File: config.mk
export PLATFORM = sky130hd
export DESIGN_NAME = one_wire_slot_master
export DESIGN_NICKNAME = d
export VERILOG_FILES = /design/src/hw/rtl/owsm_pkg.sv /design/src/hw/rtl/one_wire_slot_master.sv /design/src/hw/rtl/owsm_cfg.sv /design/src/hw/rtl/owsm_step.sv
export SDC_FILE = /design/constraint.sdc
export NUM_CORES = 1
export LEC_CHECK = 0
export BUFFER_PORTS_ARGS = -buffer_cell sky130_fd_sc_hd__buf_2
export CORE_ASPECT_RATIO = 2
export CORE_MARGIN = 4
export CORE_UTILIZATION = 43
export CTS_CLUSTER_SIZE = 24
export DETAILED_ROUTE_END_ITERATION = 8
export GPL_TIMING_DRIVEN = 1
export MAX_ROUTING_LAYER = met4
export PLACE_DENSITY = 0.59
export SYNTH_ARGS = -nofsm -noshare
export SYNTH_HDL_FRONTEND = slang
export SYNTH_SLANG_ARGS = --single-unit
export TNS_END_PERCENT = 20
File: constraint.sdc
create_clock -name clk -period 13.54 [get_ports clk]
set_clock_uncertainty 0.15 [all_clocks]
set_input_delay 1.354 -clock clk [delete_from_list [all_inputs] [get_ports clk]]
set_output_delay 1.354 -clock clk [all_outputs]
set_load 0.01 [all_outputs]
File: src/hw/rtl/owsm_pkg.sv
// Shared types and constants for the 1-Wire slot master.
// Used by owsm_cfg, owsm_step and one_wire_slot_master.
package owsm_pkg;

  localparam int REG_W = 16;
  localparam int IDX_W = 3;

  localparam logic [1:0] PH_IDLE  = 2'd0;
  localparam logic [1:0] PH_RESET = 2'd1;
  localparam logic [1:0] PH_WRITE = 2'd2;
  localparam logic [1:0] PH_READ  = 2'd3;

  localparam logic [IDX_W-1:0] REG_SLOT      = 3'd0;
  localparam logic [IDX_W-1:0] REG_ONE_LOW   = 3'd1;
  localparam logic [IDX_W-1:0] REG_ZERO_LOW  = 3'd2;
  localparam logic [IDX_W-1:0] REG_READ_THR  = 3'd3;
  localparam logic [IDX_W-1:0] REG_RST_SLOT  = 3'd4;
  localparam logic [IDX_W-1:0] REG_RST_LOW   = 3'd5;
  localparam logic [IDX_W-1:0] REG_PRES_THR  = 3'd6;

  typedef struct packed {
    logic [REG_W-1:0] slot_ticks;
    logic [REG_W-1:0] one_low_ticks;
    logic [REG_W-1:0] zero_low_ticks;
    logic [REG_W-1:0] read_threshold_ticks;
    logic [REG_W-1:0] reset_slot_ticks;
    logic [REG_W-1:0] reset_low_ticks;
    logic [REG_W-1:0] presence_threshold_ticks;
  } cfg_t;

  typedef struct packed {
    logic [1:0] command;
    logic [7:0] tx_byte;
    logic [3:0] bit_count;
    logic       line_level;
  } item_t;

  typedef struct packed {
    logic       status;
    logic [7:0] rx_byte;
    logic       done_res;
    logic       busy_res;
    logic       drive_low;
  } res_t;

endpackage

File: src/hw/rtl/one_wire_slot_master.sv
// 1-Wire slot master, top level: stream ports, input and result registers.
// Depends on owsm_pkg, owsm_cfg and owsm_step.
// An accepted tick goes from the input register through the step logic into the result register.
// Throughput: one tick per clock cycle while m_tready does not stall the master side; the step logic is combinational.
// Reset (rst, synchronous): bus state idle with the line level taken as high,
// timing registers back to their defaults, both stream registers empty.
module one_wire_slot_master #(
  parameter int TICK_WIDTH = 16,
  parameter int MAX_BITS   = 8
) (
  input  logic        clk,
  input  logic        rst,
  input  logic        s_tvalid,
  output logic        s_tready,
  // [1:0] command, [9:2] tx_byte, [13:10] bit_count, [14] line_level, [15] zero
  input  logic [15:0] s_tdata,
  output logic        m_tvalid,
  input  logic        m_tready,
  // [0] drive_low, [1] busy_res, [2] done_res, [10:3] rx_byte, [11] status,
  // [15:12] zero
  output logic [15:0] m_tdata,
  input  logic        cfg_valid,
  output logic        cfg_ready,
  input  logic [owsm_pkg::IDX_W-1:0] cfg_index,
  input  logic [owsm_pkg::REG_W-1:0] cfg_data
);
  import owsm_pkg::*;

  cfg_t  cfg;
  item_t in_item;
  logic  in_valid;
  res_t  step_res, out_res;
  logic  advance;

  assign cfg_ready = 1'b1;
  assign advance   = in_valid && (!m_tvalid || m_tready);
  assign s_tready  = !in_valid || advance;

  owsm_cfg u_cfg (
    .clk      (clk),
    .rst      (rst),
    .wr_en    (cfg_valid && cfg_ready),
    .wr_index (cfg_index),
    .wr_data  (cfg_data),
    .cfg      (cfg)
  );

  owsm_step #(
    .TICK_WIDTH (TICK_WIDTH),
    .MAX_BITS   (MAX_BITS)
  ) u_step (
    .clk  (clk),
    .rst  (rst),
    .en   (advance),
    .cfg  (cfg),
    .item (in_item),
    .res  (step_res)
  );

  always_ff @(posedge clk) begin
    if (rst) begin
      in_valid <= 1'b0;
    end else if (s_tready) begin
      in_valid <= s_tvalid;
    end
  end

  always_ff @(posedge clk) begin
    if (s_tvalid && s_tready) begin
      in_item.command    <= s_tdata[1:0];
      in_item.tx_byte    <= s_tdata[9:2];
      in_item.bit_count  <= s_tdata[13:10];
      in_item.line_level <= s_tdata[14];
    end
  end

  always_ff @(posedge clk) begin
    if (rst) begin
      m_tvalid <= 1'b0;
    end else if (advance) begin
      m_tvalid <= 1'b1;
    end else if (m_tready) begin
      m_tvalid <= 1'b0;
    end
  end

  always_ff @(posedge clk) begin
    if (advance) begin
      out_res <= step_res;
    end
  end

  assign m_tdata = {4'b0, out_res.status, out_res.rx_byte, out_res.done_res,
                    out_res.busy_res, out_res.drive_low};

endmodule

File: src/hw/rtl/owsm_cfg.sv
// Timing register file of the 1-Wire slot master.
// Depends on owsm_pkg for the register indexes and cfg_t.
module owsm_cfg (
  input  logic                    clk,
  input  logic                    rst,
  input  logic                    wr_en,
  input  logic [owsm_pkg::IDX_W-1:0] wr_index,
  input  logic [owsm_pkg::REG_W-1:0] wr_data,
  output owsm_pkg::cfg_t          cfg
);
  import owsm_pkg::*;

  always_ff @(posedge clk) begin
    if (rst) begin
      cfg.slot_ticks               <= 16'd70;
      cfg.one_low_ticks            <= 16'd6;
      cfg.zero_low_ticks           <= 16'd60;
      cfg.read_threshold_ticks     <= 16'd15;
      cfg.reset_slot_ticks         <= 16'd960;
      cfg.reset_low_ticks          <= 16'd480;
      cfg.presence_threshold_ticks <= 16'd550;
    end else if (wr_en) begin
      unique case (wr_index)
        REG_SLOT:     cfg.slot_ticks               <= wr_data;
        REG_ONE_LOW:  cfg.one_low_ticks            <= wr_data;
        REG_ZERO_LOW: cfg.zero_low_ticks           <= wr_data;
        REG_READ_THR: cfg.read_threshold_ticks     <= wr_data;
        REG_RST_SLOT: cfg.reset_slot_ticks         <= wr_data;
        REG_RST_LOW:  cfg.reset_low_ticks          <= wr_data;
        REG_PRES_THR: cfg.presence_threshold_ticks <= wr_data;
        default: ;
      endcase
    end
  end

endmodule

File: src/hw/rtl/owsm_step.sv
// Per-tick slot sequencer: bus state and the combinational step for one tick.
// Depends on owsm_pkg for phase codes, cfg_t, item_t and res_t.
module owsm_step #(
  parameter int TICK_WIDTH = 16,
  parameter int MAX_BITS   = 8
) (
  input  logic           clk,
  input  logic           rst,
  input  logic           en,
  input  owsm_pkg::cfg_t  cfg,
  input  owsm_pkg::item_t item,
  output owsm_pkg::res_t  res
);
  import owsm_pkg::*;

  localparam int CW = (TICK_WIDTH > REG_W) ? TICK_WIDTH : REG_W;
  localparam int LW = $clog2(MAX_BITS + 1);
  localparam int PW = (MAX_BITS > 1) ? $clog2(MAX_BITS) : 1;

  logic [1:0]            phase, phase_next;
  logic [TICK_WIDTH-1:0] slot_tick, slot_tick_next;
  logic [PW-1:0]         bit_position, bit_position_next;
  logic [LW-1:0]         bits_left, bits_left_next;
  logic [MAX_BITS-1:0]   send_shift, send_shift_next;
  logic [MAX_BITS-1:0]   receive_shift, receive_shift_next;
  logic [CW-1:0]         last_rise_tick, last_rise_tick_next;
  logic                  previous_level;

  always_comb begin
    logic          rising, active, early, slot_end;
    logic [1:0]    ph;
    logic [3:0]    cnt;
    logic [REG_W-1:0] len, low, thr;
    logic [CW-1:0] t_ext, lrt;
    logic [CW:0]   t_inc;
    logic [LW-1:0] left_dec;

    rising = item.line_level & ~previous_level;
    phase_next          = phase;
    slot_tick_next      = slot_tick;
    bit_position_next   = bit_position;
    bits_left_next      = bits_left;
    send_shift_next     = send_shift;
    receive_shift_next  = receive_shift;
    last_rise_tick_next = last_rise_tick;
    res = '0;
    active = 1'b0;
    ph = phase;
    cnt = item.bit_count;
    early = 1'b0;

    if (phase == PH_IDLE) begin
      if (item.command == PH_RESET) begin
        cnt = 4'd1;
        active = 1'b1;
      end else if (item.command != PH_IDLE) begin
        if (cnt == 4'd0) begin
          res.done_res = 1'b1;
        end else begin
          active = 1'b1;
          if (cnt > 4'(MAX_BITS)) begin
            cnt = 4'(MAX_BITS);
          end
        end
      end
      if (active) begin
        ph = item.command;
        slot_tick_next     = '0;
        bit_position_next  = '0;
        bits_left_next     = LW'(cnt);
        send_shift_next    = MAX_BITS'(item.tx_byte);
        receive_shift_next = '0;
        last_rise_tick_next = (ph == PH_RESET) ? CW'(cfg.reset_slot_ticks)
                                               : CW'(cfg.slot_ticks);
      end
    end else begin
      active = 1'b1;
    end

    len = (ph == PH_RESET) ? cfg.reset_slot_ticks : cfg.slot_ticks;
    case (ph)
      PH_RESET: begin
        low = cfg.reset_low_ticks;
        thr = cfg.presence_threshold_ticks;
      end
      PH_WRITE: begin
        low = send_shift_next[bit_position_next] ? cfg.one_low_ticks : cfg.zero_low_ticks;
        thr = cfg.read_threshold_ticks;
      end
      default: begin
        low = cfg.one_low_ticks;
        thr = cfg.read_threshold_ticks;
      end
    endcase

    t_ext = CW'(slot_tick_next);
    t_inc = {1'b0, t_ext} + (CW+1)'(1);
    lrt = rising ? t_ext : last_rise_tick_next;
    slot_end = (t_inc >= (CW+1)'(len)) || (&slot_tick_next);
    left_dec = bits_left_next - LW'(1);

    if (active) begin
      phase_next = ph;
      res.busy_res  = 1'b1;
      res.drive_low = (t_ext < CW'(low));
      last_rise_tick_next = lrt;
      if (slot_end) begin
        early = (lrt < CW'(thr));
        if ((ph == PH_READ) && early) begin
          receive_shift_next[bit_position_next] = 1'b1;
        end
        bits_left_next    = left_dec;
        bit_position_next = bit_position_next + PW'(1);
        slot_tick_next    = '0;
        if (left_dec == '0) begin
          res.done_res = 1'b1;
          phase_next   = PH_IDLE;
          if (ph == PH_READ) begin
            res.rx_byte = 8'(receive_shift_next);
          end else if (ph == PH_RESET) begin
            res.status = early;
          end
        end else begin
          last_rise_tick_next = CW'(len);
        end
      end else begin
        slot_tick_next = t_inc[TICK_WIDTH-1:0];
      end
    end
  end

  always_ff @(posedge clk) begin
    if (rst) begin
      phase          <= PH_IDLE;
      slot_tick      <= '0;
      bit_position   <= '0;
      bits_left      <= '0;
      send_shift     <= '0;
      receive_shift  <= '0;
      last_rise_tick <= '0;
      previous_level <= 1'b1;
    end else if (en) begin
      phase          <= phase_next;
      slot_tick      <= slot_tick_next;
      bit_position   <= bit_position_next;
      bits_left      <= bits_left_next;
      send_shift     <= send_shift_next;
      receive_shift  <= receive_shift_next;
      last_rise_tick <= last_rise_tick_next;
      previous_level <= item.line_level;
    end
  end

endmodule
[Word level (Yosys, flattened, before mapping)]
Index checks and enable logic that the tools add are counted.
Cells by class
  add/sub/neg operators: 3
  multipliers: 0
  divide/modulo/power cells: 0
  $lt $le $gt $ge: 6
  equality and inequality tests: 10
  shift operators: 0
  multiplexer cells: 56
  bitwise logic cells: 7
  reduce and logical (&&, ||, !) cells: 26
Operator list (number)
  $mux 16: 14
  $mux 8: 7
  $lt 16x16->1: 2
  $mux 4: 8
  $pmux 16 s2: 1
  $add 16x1->17 const B: 1
  $ge 17x16->1: 1
  $reduce_and 16->1: 1
  $reduce_and 2->1: 8
  $mux 1: 15
  $mux 3: 5
  $eq 3x3->1 const B: 3
  $logic_not 4->1: 2
  $mux 2: 4
  $or 8x8->8: 1
  $eq 3x2->1 const B: 2
  $not 1->1: 5
  $reduce_or 5->1: 1
  $eq 2x1->1 const B: 2
  $eq 2x2->1 const B: 2
  $gt 4x4->1 const B: 1
  $logic_and 1x1->1: 4
  $lt 3x4->1 const B: 1
  $reduce_and 4->1: 1
  other kinds (12): 16
Word-level totals
  flip-flop bits (word level): 199
  latch bits: 0
  memory bits (writable): 0
  ROM bits: 0
  input bits: 40
  output and inout bits: 19
  memories kept: 0

[Longest topological paths before layout]
Gate-level depths: netlist (run 1).
  depth after elaboration: 15
  mapped depth: 23
  depth with buffers taken out: 18

[Cells and area by module]
A second synthesis (run 1) with hierarchy kept.
Second synthesis, totals
  cell total of the unflattened synthesis: 1183
  area total of the unflattened synthesis: 10981.8 um2
Modules (own cells, without submodules)
  owsm_step: instances 1, cells an instance 739, area each 5641.7 um2
  owsm_cfg: instances 1, cells an instance 400, area each 4380.5 um2
  one_wire_slot_master: instances 1, cells an instance 44, area each 959.7 um2

[Worst setup path after synthesis (run 1)]
OpenSTA, ideal clock, no wires.
  kind: register to register
  from: register in_item[4] in the netlist's numbering
  to: register u_step.slot_tick[15]
  arrival: 5.036 ns
  slack: 8.283 ns
  stages on the path, launching flop included: 22
  path buffers: 4
  clock period less this slack: 5.257 ns
  cells stage by stage: edfxtp_1 -> nor4_4 -> a211o_1 -> clkbuf_1 -> clkbuf_1 -> clkbuf_1 -> and2_1 -> ha_1 -> nand2_1 -> nor3_1 -> nand3_1 -> xor2_1 -> nor2_1 -> ha_1 -> a2111oi_0 -> o21ai_0 -> o2bb2ai_1 -> o41ai_1 -> or2_2 -> clkbuf_1 -> or4_1 -> a21oi_1
On the way
  cells in the longest elaborated chain, start to end: 13
  elaborated cells on any way between the ends: 18
  those cells by class: 1 x add/sub; 1 x order compare; 1 x eq/ne; 12 x mux; 3 x reduce/logical
Ends and longest elaborated chain
  start: declaration: line one_wire_slot_master.sv:30  | item_t in_item;
  $logic_not 4->1 (*): line owsm_step.sv:57  | if (cnt == 4'd0) begin
  $mux 1 (*): line owsm_step.sv:57
  $mux 1 (*): line owsm_step.sv:56  | end else if (item.command != PH_IDLE) begin
  $mux 1 (*): line owsm_step.sv:53  | if (item.command == PH_RESET) begin
  $mux 1 (*): line owsm_step.sv:52  | if (phase == PH_IDLE) begin
  branches (longest 7 deep; another with $add 16x1->17)
  $mux 16 (*): line owsm_step.sv:102  | if (active) begin
  end signal: assignment: line owsm_step.sv:144  | slot_tick <= slot_tick_next;
  end: declaration: line owsm_step.sv:21  | logic [TICK_WIDTH-1:0] slot_tick, slot_tick_next;
Mark *: on every way between the ends. The select of a mux whose other input is x is not followed.
A chain may end at the register's enable or synchronous reset.

[Worst setup path in the final report (run 1)]
  from: register in_item[4] in the netlist's numbering
  to: register out_res, in the netlist m_tdata[4], data pin
On the way
  cells in the longest elaborated chain, start to end: 13
  elaborated cells on any way between the ends: 44
  those cells by class: 2 x add/sub; 5 x order compare; 2 x eq/ne; 27 x mux; 1 x bitwise; 7 x reduce/logical
Ends and longest elaborated chain
  branches (longest 13 deep; another with $add 16x1->17)
  end signal: assignment: line one_wire_slot_master.sv:89  | out_res <= step_res;
  end: declaration: line one_wire_slot_master.sv:32  | res_t step_res, out_res;
Several ways; the timed one is not identified. The select of a mux whose other input is x is not followed.

==> results of run 1 <==
-- worst max-delay path by stage --
stage                    start              endpoint  slack [ns]  depth (start not counted)
floorplan           in_item[4]  u_step.slot_tick[15]        8.28                         21
global placement    in_item[4]            m_tdata[4]        7.56                         18
detailed placement  in_item[4]            m_tdata[4]        7.51                         18
CTS                 in_item[4]            m_tdata[4]        7.48                         18
global route        in_item[4]            m_tdata[4]        7.01                         18
finish              in_item[4]            m_tdata[4]        7.47                         18
-- metrics by stage --
step,hold slack [ns],cells
6_report,0.306,1589
5_1_grt,0.321,1589
4_1_cts,0.307,1589
3_5_place_dp,0.296,1557
3_3_place_gp,0.287,1557
2_1_floorplan,0.276,1288
-- routing by layer --
| metal | GRT usage (%) | vias up |
|---|---|---|
| li1 | - | 4545 |
| met5 | - | - |
| met4 | 13.2 | 0 |
| met2 | 41.8 | 239 |
| met1 | 25.8 | 4358 |
| met3 | 3.15 | 72 |
-- area by class of cell --
cell class,count,share of cell area (%)
Multi-Input combinational cell,987,50.9
Sequential cell,199,37.3
Clock buffer,22,4.07
Timing Repair Buffer,72,3.62
Tap cell,287,3.15
Clock inverter,10,0.625
Inverter,12,0.395
-- state kept, by name, summed over array words and instances (netlist names) --
signal                 flops
in_item                   15
u_step.previous_level      1
in_valid                   1
u_step.bits_left           4
u_step.send_shift          8
u_step.receive_shift       8
m_tvalid                   1
u_step.phase               2
u_step.last_rise_tick     16
u_cfg.cfg                112
u_step.bit_position        3
m_tdata                   12
u_step.slot_tick          16
-- where the power goes --
group          total [mW]  switching (mW)  leakage (nW)  internal (mW)
Sequential          0.624         0.00968          1.65          0.614
Clock               0.479           0.234         0.249          0.245
Combinational       0.177           0.118          2.35         0.0591
Total                1.28           0.362          4.25          0.918
-- worst register-to-register path: cells and delay by family (launching register included) --
kind	cells	cell delay (ns)
AO/OA/AOI/OAI	4	1.23
XOR/XNOR	1	0.23
adder cells (fa/ha/maj)	2	0.58
buffers and inverters	2	0.65
flip-flops	1	0.49
AND/OR/NAND/NOR	9	2.61
-- cell usage after synthesis, types with 3 or more instances --
| cell type | count |
|---|---|
| sky130_fd_sc_hd__a32oi_1 | 17 |
| sky130_fd_sc_hd__o211ai_1 | 3 |
| sky130_fd_sc_hd__o21ai_0 | 33 |
| sky130_fd_sc_hd__a22o_1 | 5 |
| sky130_fd_sc_hd__buf_4 | 5 |
| sky130_fd_sc_hd__edfxtp_1 | 27 |
| sky130_fd_sc_hd__o21a_1 | 4 |
| sky130_fd_sc_hd__nor3_1 | 10 |
| sky130_fd_sc_hd__a32o_1 | 3 |
| sky130_fd_sc_hd__a21oi_1 | 148 |
| sky130_fd_sc_hd__mux2i_1 | 50 |
| sky130_fd_sc_hd__nor2b_1 | 12 |
| sky130_fd_sc_hd__buf_2 | 7 |
| sky130_fd_sc_hd__a22oi_1 | 18 |
| sky130_fd_sc_hd__a31oi_1 | 5 |
| sky130_fd_sc_hd__xor2_1 | 6 |
| sky130_fd_sc_hd__nand2b_1 | 8 |
| sky130_fd_sc_hd__nand2_1 | 304 |
| sky130_fd_sc_hd__nand3_1 | 64 |
| sky130_fd_sc_hd__nand4_1 | 11 |
| sky130_fd_sc_hd__and2_1 | 19 |
| sky130_fd_sc_hd__o31ai_1 | 3 |
| sky130_fd_sc_hd__nand3b_1 | 29 |
| sky130_fd_sc_hd__a2bb2oi_1 | 16 |
| sky130_fd_sc_hd__a21o_1 | 9 |
| sky130_fd_sc_hd__ha_1 | 53 |
| sky130_fd_sc_hd__nor4_1 | 3 |
| sky130_fd_sc_hd__nor3b_1 | 4 |
| sky130_fd_sc_hd__or4_1 | 16 |
| sky130_fd_sc_hd__mux2_2 | 4 |
| sky130_fd_sc_hd__nor2_1 | 71 |
| sky130_fd_sc_hd__a221oi_1 | 3 |
| sky130_fd_sc_hd__inv_1 | 12 |
| sky130_fd_sc_hd__buf_1 | 8 |
| sky130_fd_sc_hd__dfxtp_1 | 172 |
| sky130_fd_sc_hd__clkbuf_1 | 68 |
| sky130_fd_sc_hd__xnor2_1 | 9 |
| sky130_fd_sc_hd__and3_1 | 9 |
| sky130_fd_sc_hd__a211oi_1 | 3 |
-- logic make-up (layout without fill, tap and decap cells) --
| kind of cell | Yosys count | after routing |
|---|---|---|
| xor+xnor | 15 | 15 |
| compound gates | 290 | 290 |
| simple gates | 570 | 570 |
| other cells | 2 | 5 |
| flops | 199 | 199 |
| mux | 54 | 54 |
| fa+ha+maj | 53 | 53 |
| buf+inv | 102 | 116 |
==> impl_metrics.toml, run 1 <==
[status]
run_status = "complete, no violations"

[power]
power.static_leakage_nw = 4.25
vdd_drop_max_mv = 0.0776
design_power_total_mw = 1.28
power.density_nw_per_um2 = 112

[placed_design]
dpl_worst_slack_ns = 7.51
global_placement_routability_congestion = 0.917
dpl-instance-area_um2 = 10900
place.detailed.hpwl_um = 21800
portBuffers = 52

[logic_synthesis]
ys_async_sr_fraction_pct = 0
syn_area_per_cell_um2 = 8.14
synth_top_family_by_area = "simple AND/OR/NAND/NOR gates"
mappedNetlistArea_um2 = 10500
post_synth_edffs = 27
synth_seq_cells = 199
yosys.area_share.xor_xnor_pct = 1.26
post_synth_main_area_contributors = "sky130_fd_sc_hd__dfxtp_1 (33%), sky130_fd_sc_hd__nand2_1 (11%), sky130_fd_sc_hd__edfxtp_1 (7.7%), sky130_fd_sc_hd__a21oi_1 (7.1%), sky130_fd_sc_hd__ha_1 (6.3%)"
synth_top_area_share_pct = 32.9
synthSimpleGateAreaFrac_pct = 25.1
post_synth_mux_area_share_pct = 5.21
synth_compound_gate_area_share_pct = 17.3
number_of_different_library_cells_in_the_post_synthesis_netlist = 65
post_synth_fa_ha_maj_area_fraction_pct = 6.34
synthesis.instances = 1285
synth_seq_area_share_pct = 40.7
yosysWarnings = 0
synth_flop_cell = "sky130_fd_sc_hd__dfxtp_1"
synthDominantAreaCellType = "sky130_fd_sc_hd__dfxtp_1"

[drt]
first_iter_violations = 661
top_layer_used = "met4"
postRouteAntennaNets = 0
route.met3.wl_um = 1070
vias_per_cell = 5.80
route.detailed.wl_per_inst_um = 19.6
wirelength_met1_um = 12000
drt-pass1-iter-count = 5
totalWireLength_um = 31200
remaining_drc_errors = 0
wl_met2_um = 16600
num_vias = 9214

[floorplanning]
starting_density_of_the_core_pct = 43.7
placement_rows = 80
top_level_ports = 59
die_h_um = 229
fp.dieW_um = 118
die_area_um2 = 27000
placeableCoreArea_um2 = 23900

[critical_path]
worst-r2r-cell-count = 18
class_of_the_most_critical_setup_path = "reg2reg"
crit_path_max_fanout = 61
worst_path_largest_cell_delay_ns = 0.82
timing.critical_path.cells = "nor4_4 -> a211o_1 -> buf_4 -> nand2_1 -> inv_1 -> ha_1 -> nand2_1 -> nor3_1 -> nand3_1 -> xor2_1 -> nor2_1 -> ha_1 -> o21a_1 -> o21ai_0 -> o41ai_1 -> or2_2 -> nand4_1 -> nor2_1"
r2r_start = "in_item[4]"
crit_family = "simple AND/OR/NAND/NOR gates"
crit_arrival_ns = 6.22
critPathBufInv = 2
slowest_stage_cell_on_the_critical_path = "sky130_fd_sc_hd__o41ai_1"
required_time_of_the_critical_path_ns = 13.68
crit_path_end_kind = "flip-flop"
worst_r2r_dst = "m_tdata[4]"
reg2reg_setup_slack_ns = 7.47
worst_setup_path_start_kind = "flip-flop"

[finish]
final_layout_size_suffix_gt1_share_pct = 9.06
final_common_cell = "sky130_fd_sc_hd__nand2_1"
finish.net_count = 1382
multi_input_area_um2 = 5810
fin_area_um2 = 11400
diodes = 0
final.fill_count = 2383
final-seq-area_um2 = 4250
mostFrequentLayoutCells = "sky130_fd_sc_hd__nand2_1 (304), sky130_fd_sc_hd__dfxtp_1 (172), sky130_fd_sc_hd__a21oi_1 (148), sky130_fd_sc_hd__nor2_1 (69), sky130_fd_sc_hd__nand3_1 (64)"
post-route-util_pct = 47.7
syn_to_final_growth_pct = 9.10

[grt]
gr-usage-all-layers_pct = 23.9
gr_overflow_total = 0
initial_antenna_violation_count = 0
global_route_wire_length_before_repair_um = 49500
grt_pass1_vias = 8924
largest_net_degree_at_the_start_of_global_routing = 91

[worst_hold_path]
hp-start = "u_cfg.cfg[53]"
hold-path-endpoint = "u_cfg.cfg[53]"
hp-class = "reg2reg"
worst_hold_path.num_cells = 2

[cts]
cts.sink_count = 199
worstSkewPairLatency_ns = 0.45
clock_path_buffers = 2
post-cts-setup-buffers = 0
cts_hold_repair.buffers = 0
ctsRootBufferMaster = "sky130_fd_sc_hd__clkbuf_16"
tritoncts.num_buffers = 17
post_cts_repair_resize_count = 0
cts_tree = "yes"
clock_tree.htree_level_count = 4
clock_transition_at_the_register_clock_pins_on_the_worst_setup_and_hold_paths_after_cts_ns = 0.07

[sta]
tightest_slew_ns = 1.33
final.period_utilization_pct = 44.9
slew_hr_pct = 10.9
setup_tns_ns = 0
setup_slack_ns = 7.47
hold_viol = 0
rsz0062_at_grt = "false"
max_freq_ghz = 0.165
timing.final.crit_period_ns = 6.07
finalSetupViolCount = 0
timing.final.max_slew_violations = 0

[run]
max_cap_violations = 0
No activity file was read; power rests on OpenSTA's default activity.
==> run 2: changes to the inputs <==
Settings changed: ABC_AREA from default to 1, PLACE_DENSITY 0.59 to 0.58.
Clock period 13.54 ns to 6.1 ns, I/O delays scaled along.
==> run 2 against run 1 <==
Worst hold slack lost 0.13 ns. Cell count grew 21%. Sequential power grew 120%. Sequential share of layout area shrank 2.2 points. Largest power group unchanged. Critical path depth grew 10. Global-route usage grew 0.98 points. Maximum frequency grew 13%. Area after synthesis grew 5.2%. Setup slack lost 6.7 ns. Final area grew 6.3%.
==> impl_metrics.toml, run 2 <==
[floorplanning]
die_area_um2 = 28400
top_level_ports = 59
starting_density_of_the_core_pct = 43.8
die_h_um = 234
placement_rows = 82
fp.dieW_um = 121
placeableCoreArea_um2 = 25100

[logic_synthesis]
synthDominantAreaCellType = "sky130_fd_sc_hd__dfxtp_1"
synth_seq_cells = 199
yosysWarnings = 0
syn_area_per_cell_um2 = 7.03
synth.most_common_cell = "sky130_fd_sc_hd__nand2_1"
number_of_different_library_cells_in_the_post_synthesis_netlist = 43
mappedNetlistArea_um2 = 11000
post_synth_main_area_contributors = "sky130_fd_sc_hd__dfxtp_1 (31%), sky130_fd_sc_hd__nand2_1 (13%), sky130_fd_sc_hd__o21ai_0 (9.4%), sky130_fd_sc_hd__edfxtp_1 (7.4%), sky130_fd_sc_hd__nor2_1 (7.2%)"
synth_top_area_share_pct = 31.3
synth_flop_cell = "sky130_fd_sc_hd__dfxtp_1"
synthesis.instances = 1567
ys_async_sr_fraction_pct = 0
synth_seq_area_share_pct = 38.6
synth.cells.most_frequent = "sky130_fd_sc_hd__nand2_1 (370), sky130_fd_sc_hd__nor2_1 (210), sky130_fd_sc_hd__o21ai_0 (206)"
post_synth_edffs = 27

[grt]
initial_antenna_violation_count = 0
gr-usage-all-layers_pct = 24.8
global_route_wire_length_before_repair_um = 52500
grt_pass1_vias = 9636
gr_overflow_total = 0
largest_net_degree_at_the_start_of_global_routing = 65

[sta]
final.period_utilization_pct = 87.8
timing.final.max_slew_violations = 0
hold_viol = 0
finalSetupViolCount = 0
slew_hr_pct = 34.7
hold-worst-slack_ns = 0.175
rsz0062_at_grt = "false"
max_freq_ghz = 0.187
setup_tns_ns = 0
setup_slack_ns = 0.744
timing.final.crit_period_ns = 5.36
tightest_slew_ns = 0.978

[finish]
final_layout_size_suffix_gt1_share_pct = 9.82
largest_register_ff_count = 112
fin_area_um2 = 12100
mostFrequentLayoutCells = "sky130_fd_sc_hd__nand2_1 (370), sky130_fd_sc_hd__nor2_1 (209), sky130_fd_sc_hd__o21ai_0 (206), sky130_fd_sc_hd__dfxtp_1 (172), sky130_fd_sc_hd__a21oi_1 (105)"
finish.net_count = 1668
syn_to_final_growth_pct = 10.1
diodes = 0
final_common_cell = "sky130_fd_sc_hd__nand2_1"
top_register = "u_cfg.cfg"
largest_registers = "u_cfg.cfg x112, u_step.last_rise_tick x16, u_step.slot_tick x16"

[critical_path]
required_time_of_the_critical_path_ns = 6.16
worst_setup_path_start_kind = "flip-flop"
worst_path_largest_cell_delay_ns = 0.47
class_of_the_most_critical_setup_path = "reg2reg"
worst-r2r-cell-count = 28
crit_path_max_fanout = 25
crit_path_end_kind = "flip-flop"
slowest_stage_cell_on_the_critical_path = "sky130_fd_sc_hd__edfxtp_1"
crit_arrival_ns = 5.42

[cts]
clock_tree.htree_level_count = 4
tritoncts.num_buffers = 17
worstSkewPairLatency_ns = 0.46
post_cts_repair_resize_count = 0
post-cts-setup-buffers = 0
ctsRootBufferMaster = "sky130_fd_sc_hd__clkbuf_16"
cts.sink_count = 199
clock_transition_at_the_register_clock_pins_on_the_worst_setup_and_hold_paths_after_cts_ns = 0.07
cts_hold_repair.buffers = 0
clock_path_buffers = 2
cts_tree = "yes"

[placed_design]
dpl_worst_slack_ns = 0.712
global_placement_routability_congestion = 0.890
place.detailed.hpwl_um = 24700
dpl-instance-area_um2 = 11500
portBuffers = 52

[drt]
totalWireLength_um = 33700
route.detailed.wl_per_inst_um = 17.5
remaining_drc_errors = 0
vias_per_cell = 5.32
drt-pass1-iter-count = 5
first_iter_violations = 688
postRouteAntennaNets = 0
num_vias = 10200

[worst_hold_path]
worst_hold_path.num_cells = 1
hp-class = "in2reg"

[power]
power.static_leakage_nw = 5.31
power.density_nw_per_um2 = 263
design_power_total_mw = 3.19
vdd_drop_max_mv = 0.216

[status]
run_status = "complete, no violations"

[run]
max_cap_violations = 0
[run 2: cell types whose count changed after synthesis, moves of 24 or more]
cell,before,now
sky130_fd_sc_hd__o21ai_0,33,206
sky130_fd_sc_hd__nand3b_1,29,3
sky130_fd_sc_hd__nand2_1,304,370
sky130_fd_sc_hd__nand3_1,64,88
sky130_fd_sc_hd__mux2i_1,50,19
sky130_fd_sc_hd__a21oi_1,148,105
sky130_fd_sc_hd__inv_1,12,96
sky130_fd_sc_hd__nor2_1,71,210
[run 2: kinds of logic after synthesis]
family	synth area share [%]
AND/OR/NAND/NOR	27.4
AO/OA/AOI/OAI	17.4
buffers and inverters	7.47
flip-flops	38.6
adder cells (fa/ha/maj)	6.02
multiplexers	1.73
XOR/XNOR	1.34
other	0.0682
[run 2: critical path, delay by kind of cell (launching register included)]
kind                       cells  cell delay, ns
DFF                            1            0.47
AOI/OAI and AO/OA              4            0.73
buffers and inverters          5            0.60
xor gates and xnor gates       1            0.18
and+or+nand+nor               16            2.39
adders and majority gates      2            0.57
[run 2: layer usage]
| metal | part of all wire, % | vias to the layer above | GRT usage, % | routed length (um) |
|---|---|---|---|---|
| met3 | 3.9 | 81 | 3.57 | 1310 |
| met4 | 5.1 | 0 | 12.2 | 1710 |
| met2 | 54 | 266 | 45.9 | 18200 |
| met5 | 0 | - | - | 0 |
| li1 | - | 5183 | - | - |
| met1 | 37 | 4710 | 25.3 | 12500 |
[run 2: final timing paths]
kind	start	end	slack, ns
setup / recovery	in_item[14]	m_tdata[4]	0.74
hold / removal	s_tdata[7]	in_item[10]	0.17
setup reg to reg	in_item[14]	m_tdata[4]	0.74
hold reg to reg	u_cfg.cfg[68]	u_cfg.cfg[68]	0.30
[run 2: report_power, final]
group | switching, mW | total (mW) | internal (mW) | leakage [nW]
logic | 0.398 | 0.575 | 0.177 | 3.34
clock network | 0.534 | 1.22 | 0.683 | 0.310
registers | 0.0245 | 1.40 | 1.38 | 1.66
[run 2: stage by stage]
stage	std cells	utilization (%)
after floorplan	1570	-
final	1924	48.3
after detailed placement	1892	45.7
after CTS	1924	48.3
after global placement	1892	45.7
after global routing	1924	48.3
[run 2: layout make-up]
cell class / instances / area [um^2]
multi-input combinational: 1169 / 5950
sequential: 199 / 4250
clock buffer: 22 / 507
timing repair buffer: 74 / 438
clock inverter: 10 / 128
inverter: 114 / 430
tap: 336 / 420
fill: 2575 / 13000
==> run 3: changes to the inputs <==
Clock period 6.1 ns to 6.18 ns, I/O delays scaled along.
==> run 3 against run 2 <==
Maximum frequency fell by 0.34%. Sequential share of layout area grew 0.18 points. Critical endpoint is now m_tdata[3]. Sequential power barely moved. Global-route usage is essentially flat. Setup slack improved by 0.062 ns. First-iteration DRC count down 22%.
==> impl_metrics.toml, run 3 (same netlist as run 2, synthesis figures left out) <==
[status]
run_status = "complete, no violations"

[grt]
gr-usage-all-layers_pct = 24.9
global_route_wire_length_before_repair_um = 52600
gr_overflow_total = 0
initial_antenna_violation_count = 0
largest_net_degree_at_the_start_of_global_routing = 63
grt_pass1_vias = 9748

[cts]
cts.sink_count = 199
tritoncts.num_buffers = 17
clock_transition_at_the_register_clock_pins_on_the_worst_setup_and_hold_paths_after_cts_ns = 0.07
clock_path_buffers = 2
cts_tree = "yes"
worstSkewPairLatency_ns = 0.46
post_cts_repair_resize_count = 0
post-cts-setup-buffers = 0
cts_hold_repair.buffers = 0
ctsRootBufferMaster = "sky130_fd_sc_hd__clkbuf_16"
clock_tree.htree_level_count = 4

[sta]
slew_hr_pct = 39.3
timing.final.max_slew_violations = 0
setup_slack_ns = 0.806
hold_viol = 0
final.period_utilization_pct = 87.0
setup_tns_ns = 0
tightest_slew_ns = 0.911
max_freq_ghz = 0.186
rsz0062_at_grt = "false"
timing.final.crit_period_ns = 5.37
finalSetupViolCount = 0

[finish]
mostFrequentLayoutCells = "sky130_fd_sc_hd__nand2_1 (370), sky130_fd_sc_hd__nor2_1 (209), sky130_fd_sc_hd__o21ai_0 (206), sky130_fd_sc_hd__dfxtp_1 (172), sky130_fd_sc_hd__a21oi_1 (105)"
fin_area_um2 = 12100
largest_registers = "u_cfg.cfg x112, u_step.last_rise_tick x16, u_step.slot_tick x16"
final_layout_size_suffix_gt1_share_pct = 9.77
diodes = 0
finish.net_count = 1666
final_common_cell = "sky130_fd_sc_hd__nand2_1"
top_register = "u_cfg.cfg"
largest_register_ff_count = 112
syn_to_final_growth_pct = 9.58
final.fill_count = 2604

[floorplanning]
die_area_um2 = 28400
die_h_um = 234
top_level_ports = 59
fp.dieW_um = 121
placement_rows = 82
placeableCoreArea_um2 = 25100
starting_density_of_the_core_pct = 43.8

[placed_design]
dpl-instance-area_um2 = 11500
place.detailed.hpwl_um = 24500
global_placement_routability_congestion = 0.912
portBuffers = 52
dpl_worst_slack_ns = 0.836

[critical_path]
crit_arrival_ns = 5.43
crit_path_end_kind = "flip-flop"
crit_path_max_fanout = 25
slowest_stage_cell_on_the_critical_path = "sky130_fd_sc_hd__edfxtp_1"
required_time_of_the_critical_path_ns = 6.24
worst_setup_path_start_kind = "flip-flop"
crit_family = "simple AND/OR/NAND/NOR gates"
critPathBufInv = 5
worst_path_largest_cell_delay_ns = 0.47
class_of_the_most_critical_setup_path = "reg2reg"

[power]
power.static_leakage_nw = 5.27
design_power_total_mw = 3.08
power.density_nw_per_um2 = 255
vdd_drop_max_mv = 0.202

[drt]
postRouteAntennaNets = 0
num_vias = 10200
drt-pass1-iter-count = 5
route.detailed.wl_per_inst_um = 17.4
first_iter_violations = 540
totalWireLength_um = 33500
remaining_drc_errors = 0
vias_per_cell = 5.30

[run]
max_cap_violations = 0

[worst_hold_path]
hp-class = "in2reg"
-- run 3: worst paths after layout --
check                                   start            end  slack, ns  cells after the start
worst max register to register    in_item[14]     m_tdata[3]       0.81                     28
worst min register to register  u_cfg.cfg[69]  u_cfg.cfg[69]       0.31                      2
worst min-delay path              s_tdata[13]     in_item[4]       0.18                      1
worst max-delay path              in_item[14]     m_tdata[3]       0.81                     28
-- run 3: cell type report --
class	instances	area (um^2)	area share (%)
multi-input cells	1169	5950	49.3
flip-flops and latches	199	4250	35.3
inverters	114	430	3.57
clock buffers	17	425	3.53
repair buffers	72	423	3.50
well taps	336	420	3.48
clock inverters	15	161	1.34
-- run 3: where the power goes --
group          internal [mW]  switching, mW
logic                  0.174          0.391
registers               1.36         0.0248
clock network          0.574          0.556
-- run 3: per-layer routing --
layer	vias to the layer above	part of all wire [%]	GRT usage, %
li1	5180	-	-
met2	261	53	46.0
met3	88	3.7	2.70
met1	4656	37	24.5
met5	-	0	-
met4	0	6.2	15.2
-- run 3: through the flow --
| stage | utilization (%) | std cells | hold slack [ns] |
|---|---|---|---|
| after floorplan | - | 1570 | 0.274 |
| after CTS | 48.0 | 1922 | 0.162 |
| final | 48.0 | 1922 | 0.183 |
| after global routing | 48.0 | 1922 | 0.172 |
| after global placement | 45.7 | 1890 | 0.283 |
| after detailed placement | 45.7 | 1890 | 0.290 |
-- run 3: worst register-to-register path: cells and delay by family (launching register included) --
family,cells,cell delay [ns]
buf+inv,5,0.54
xor+xnor,1,0.19
compound gates,4,0.78
flops,1,0.47
simple gates,16,2.45
fa+ha+maj,2,0.56
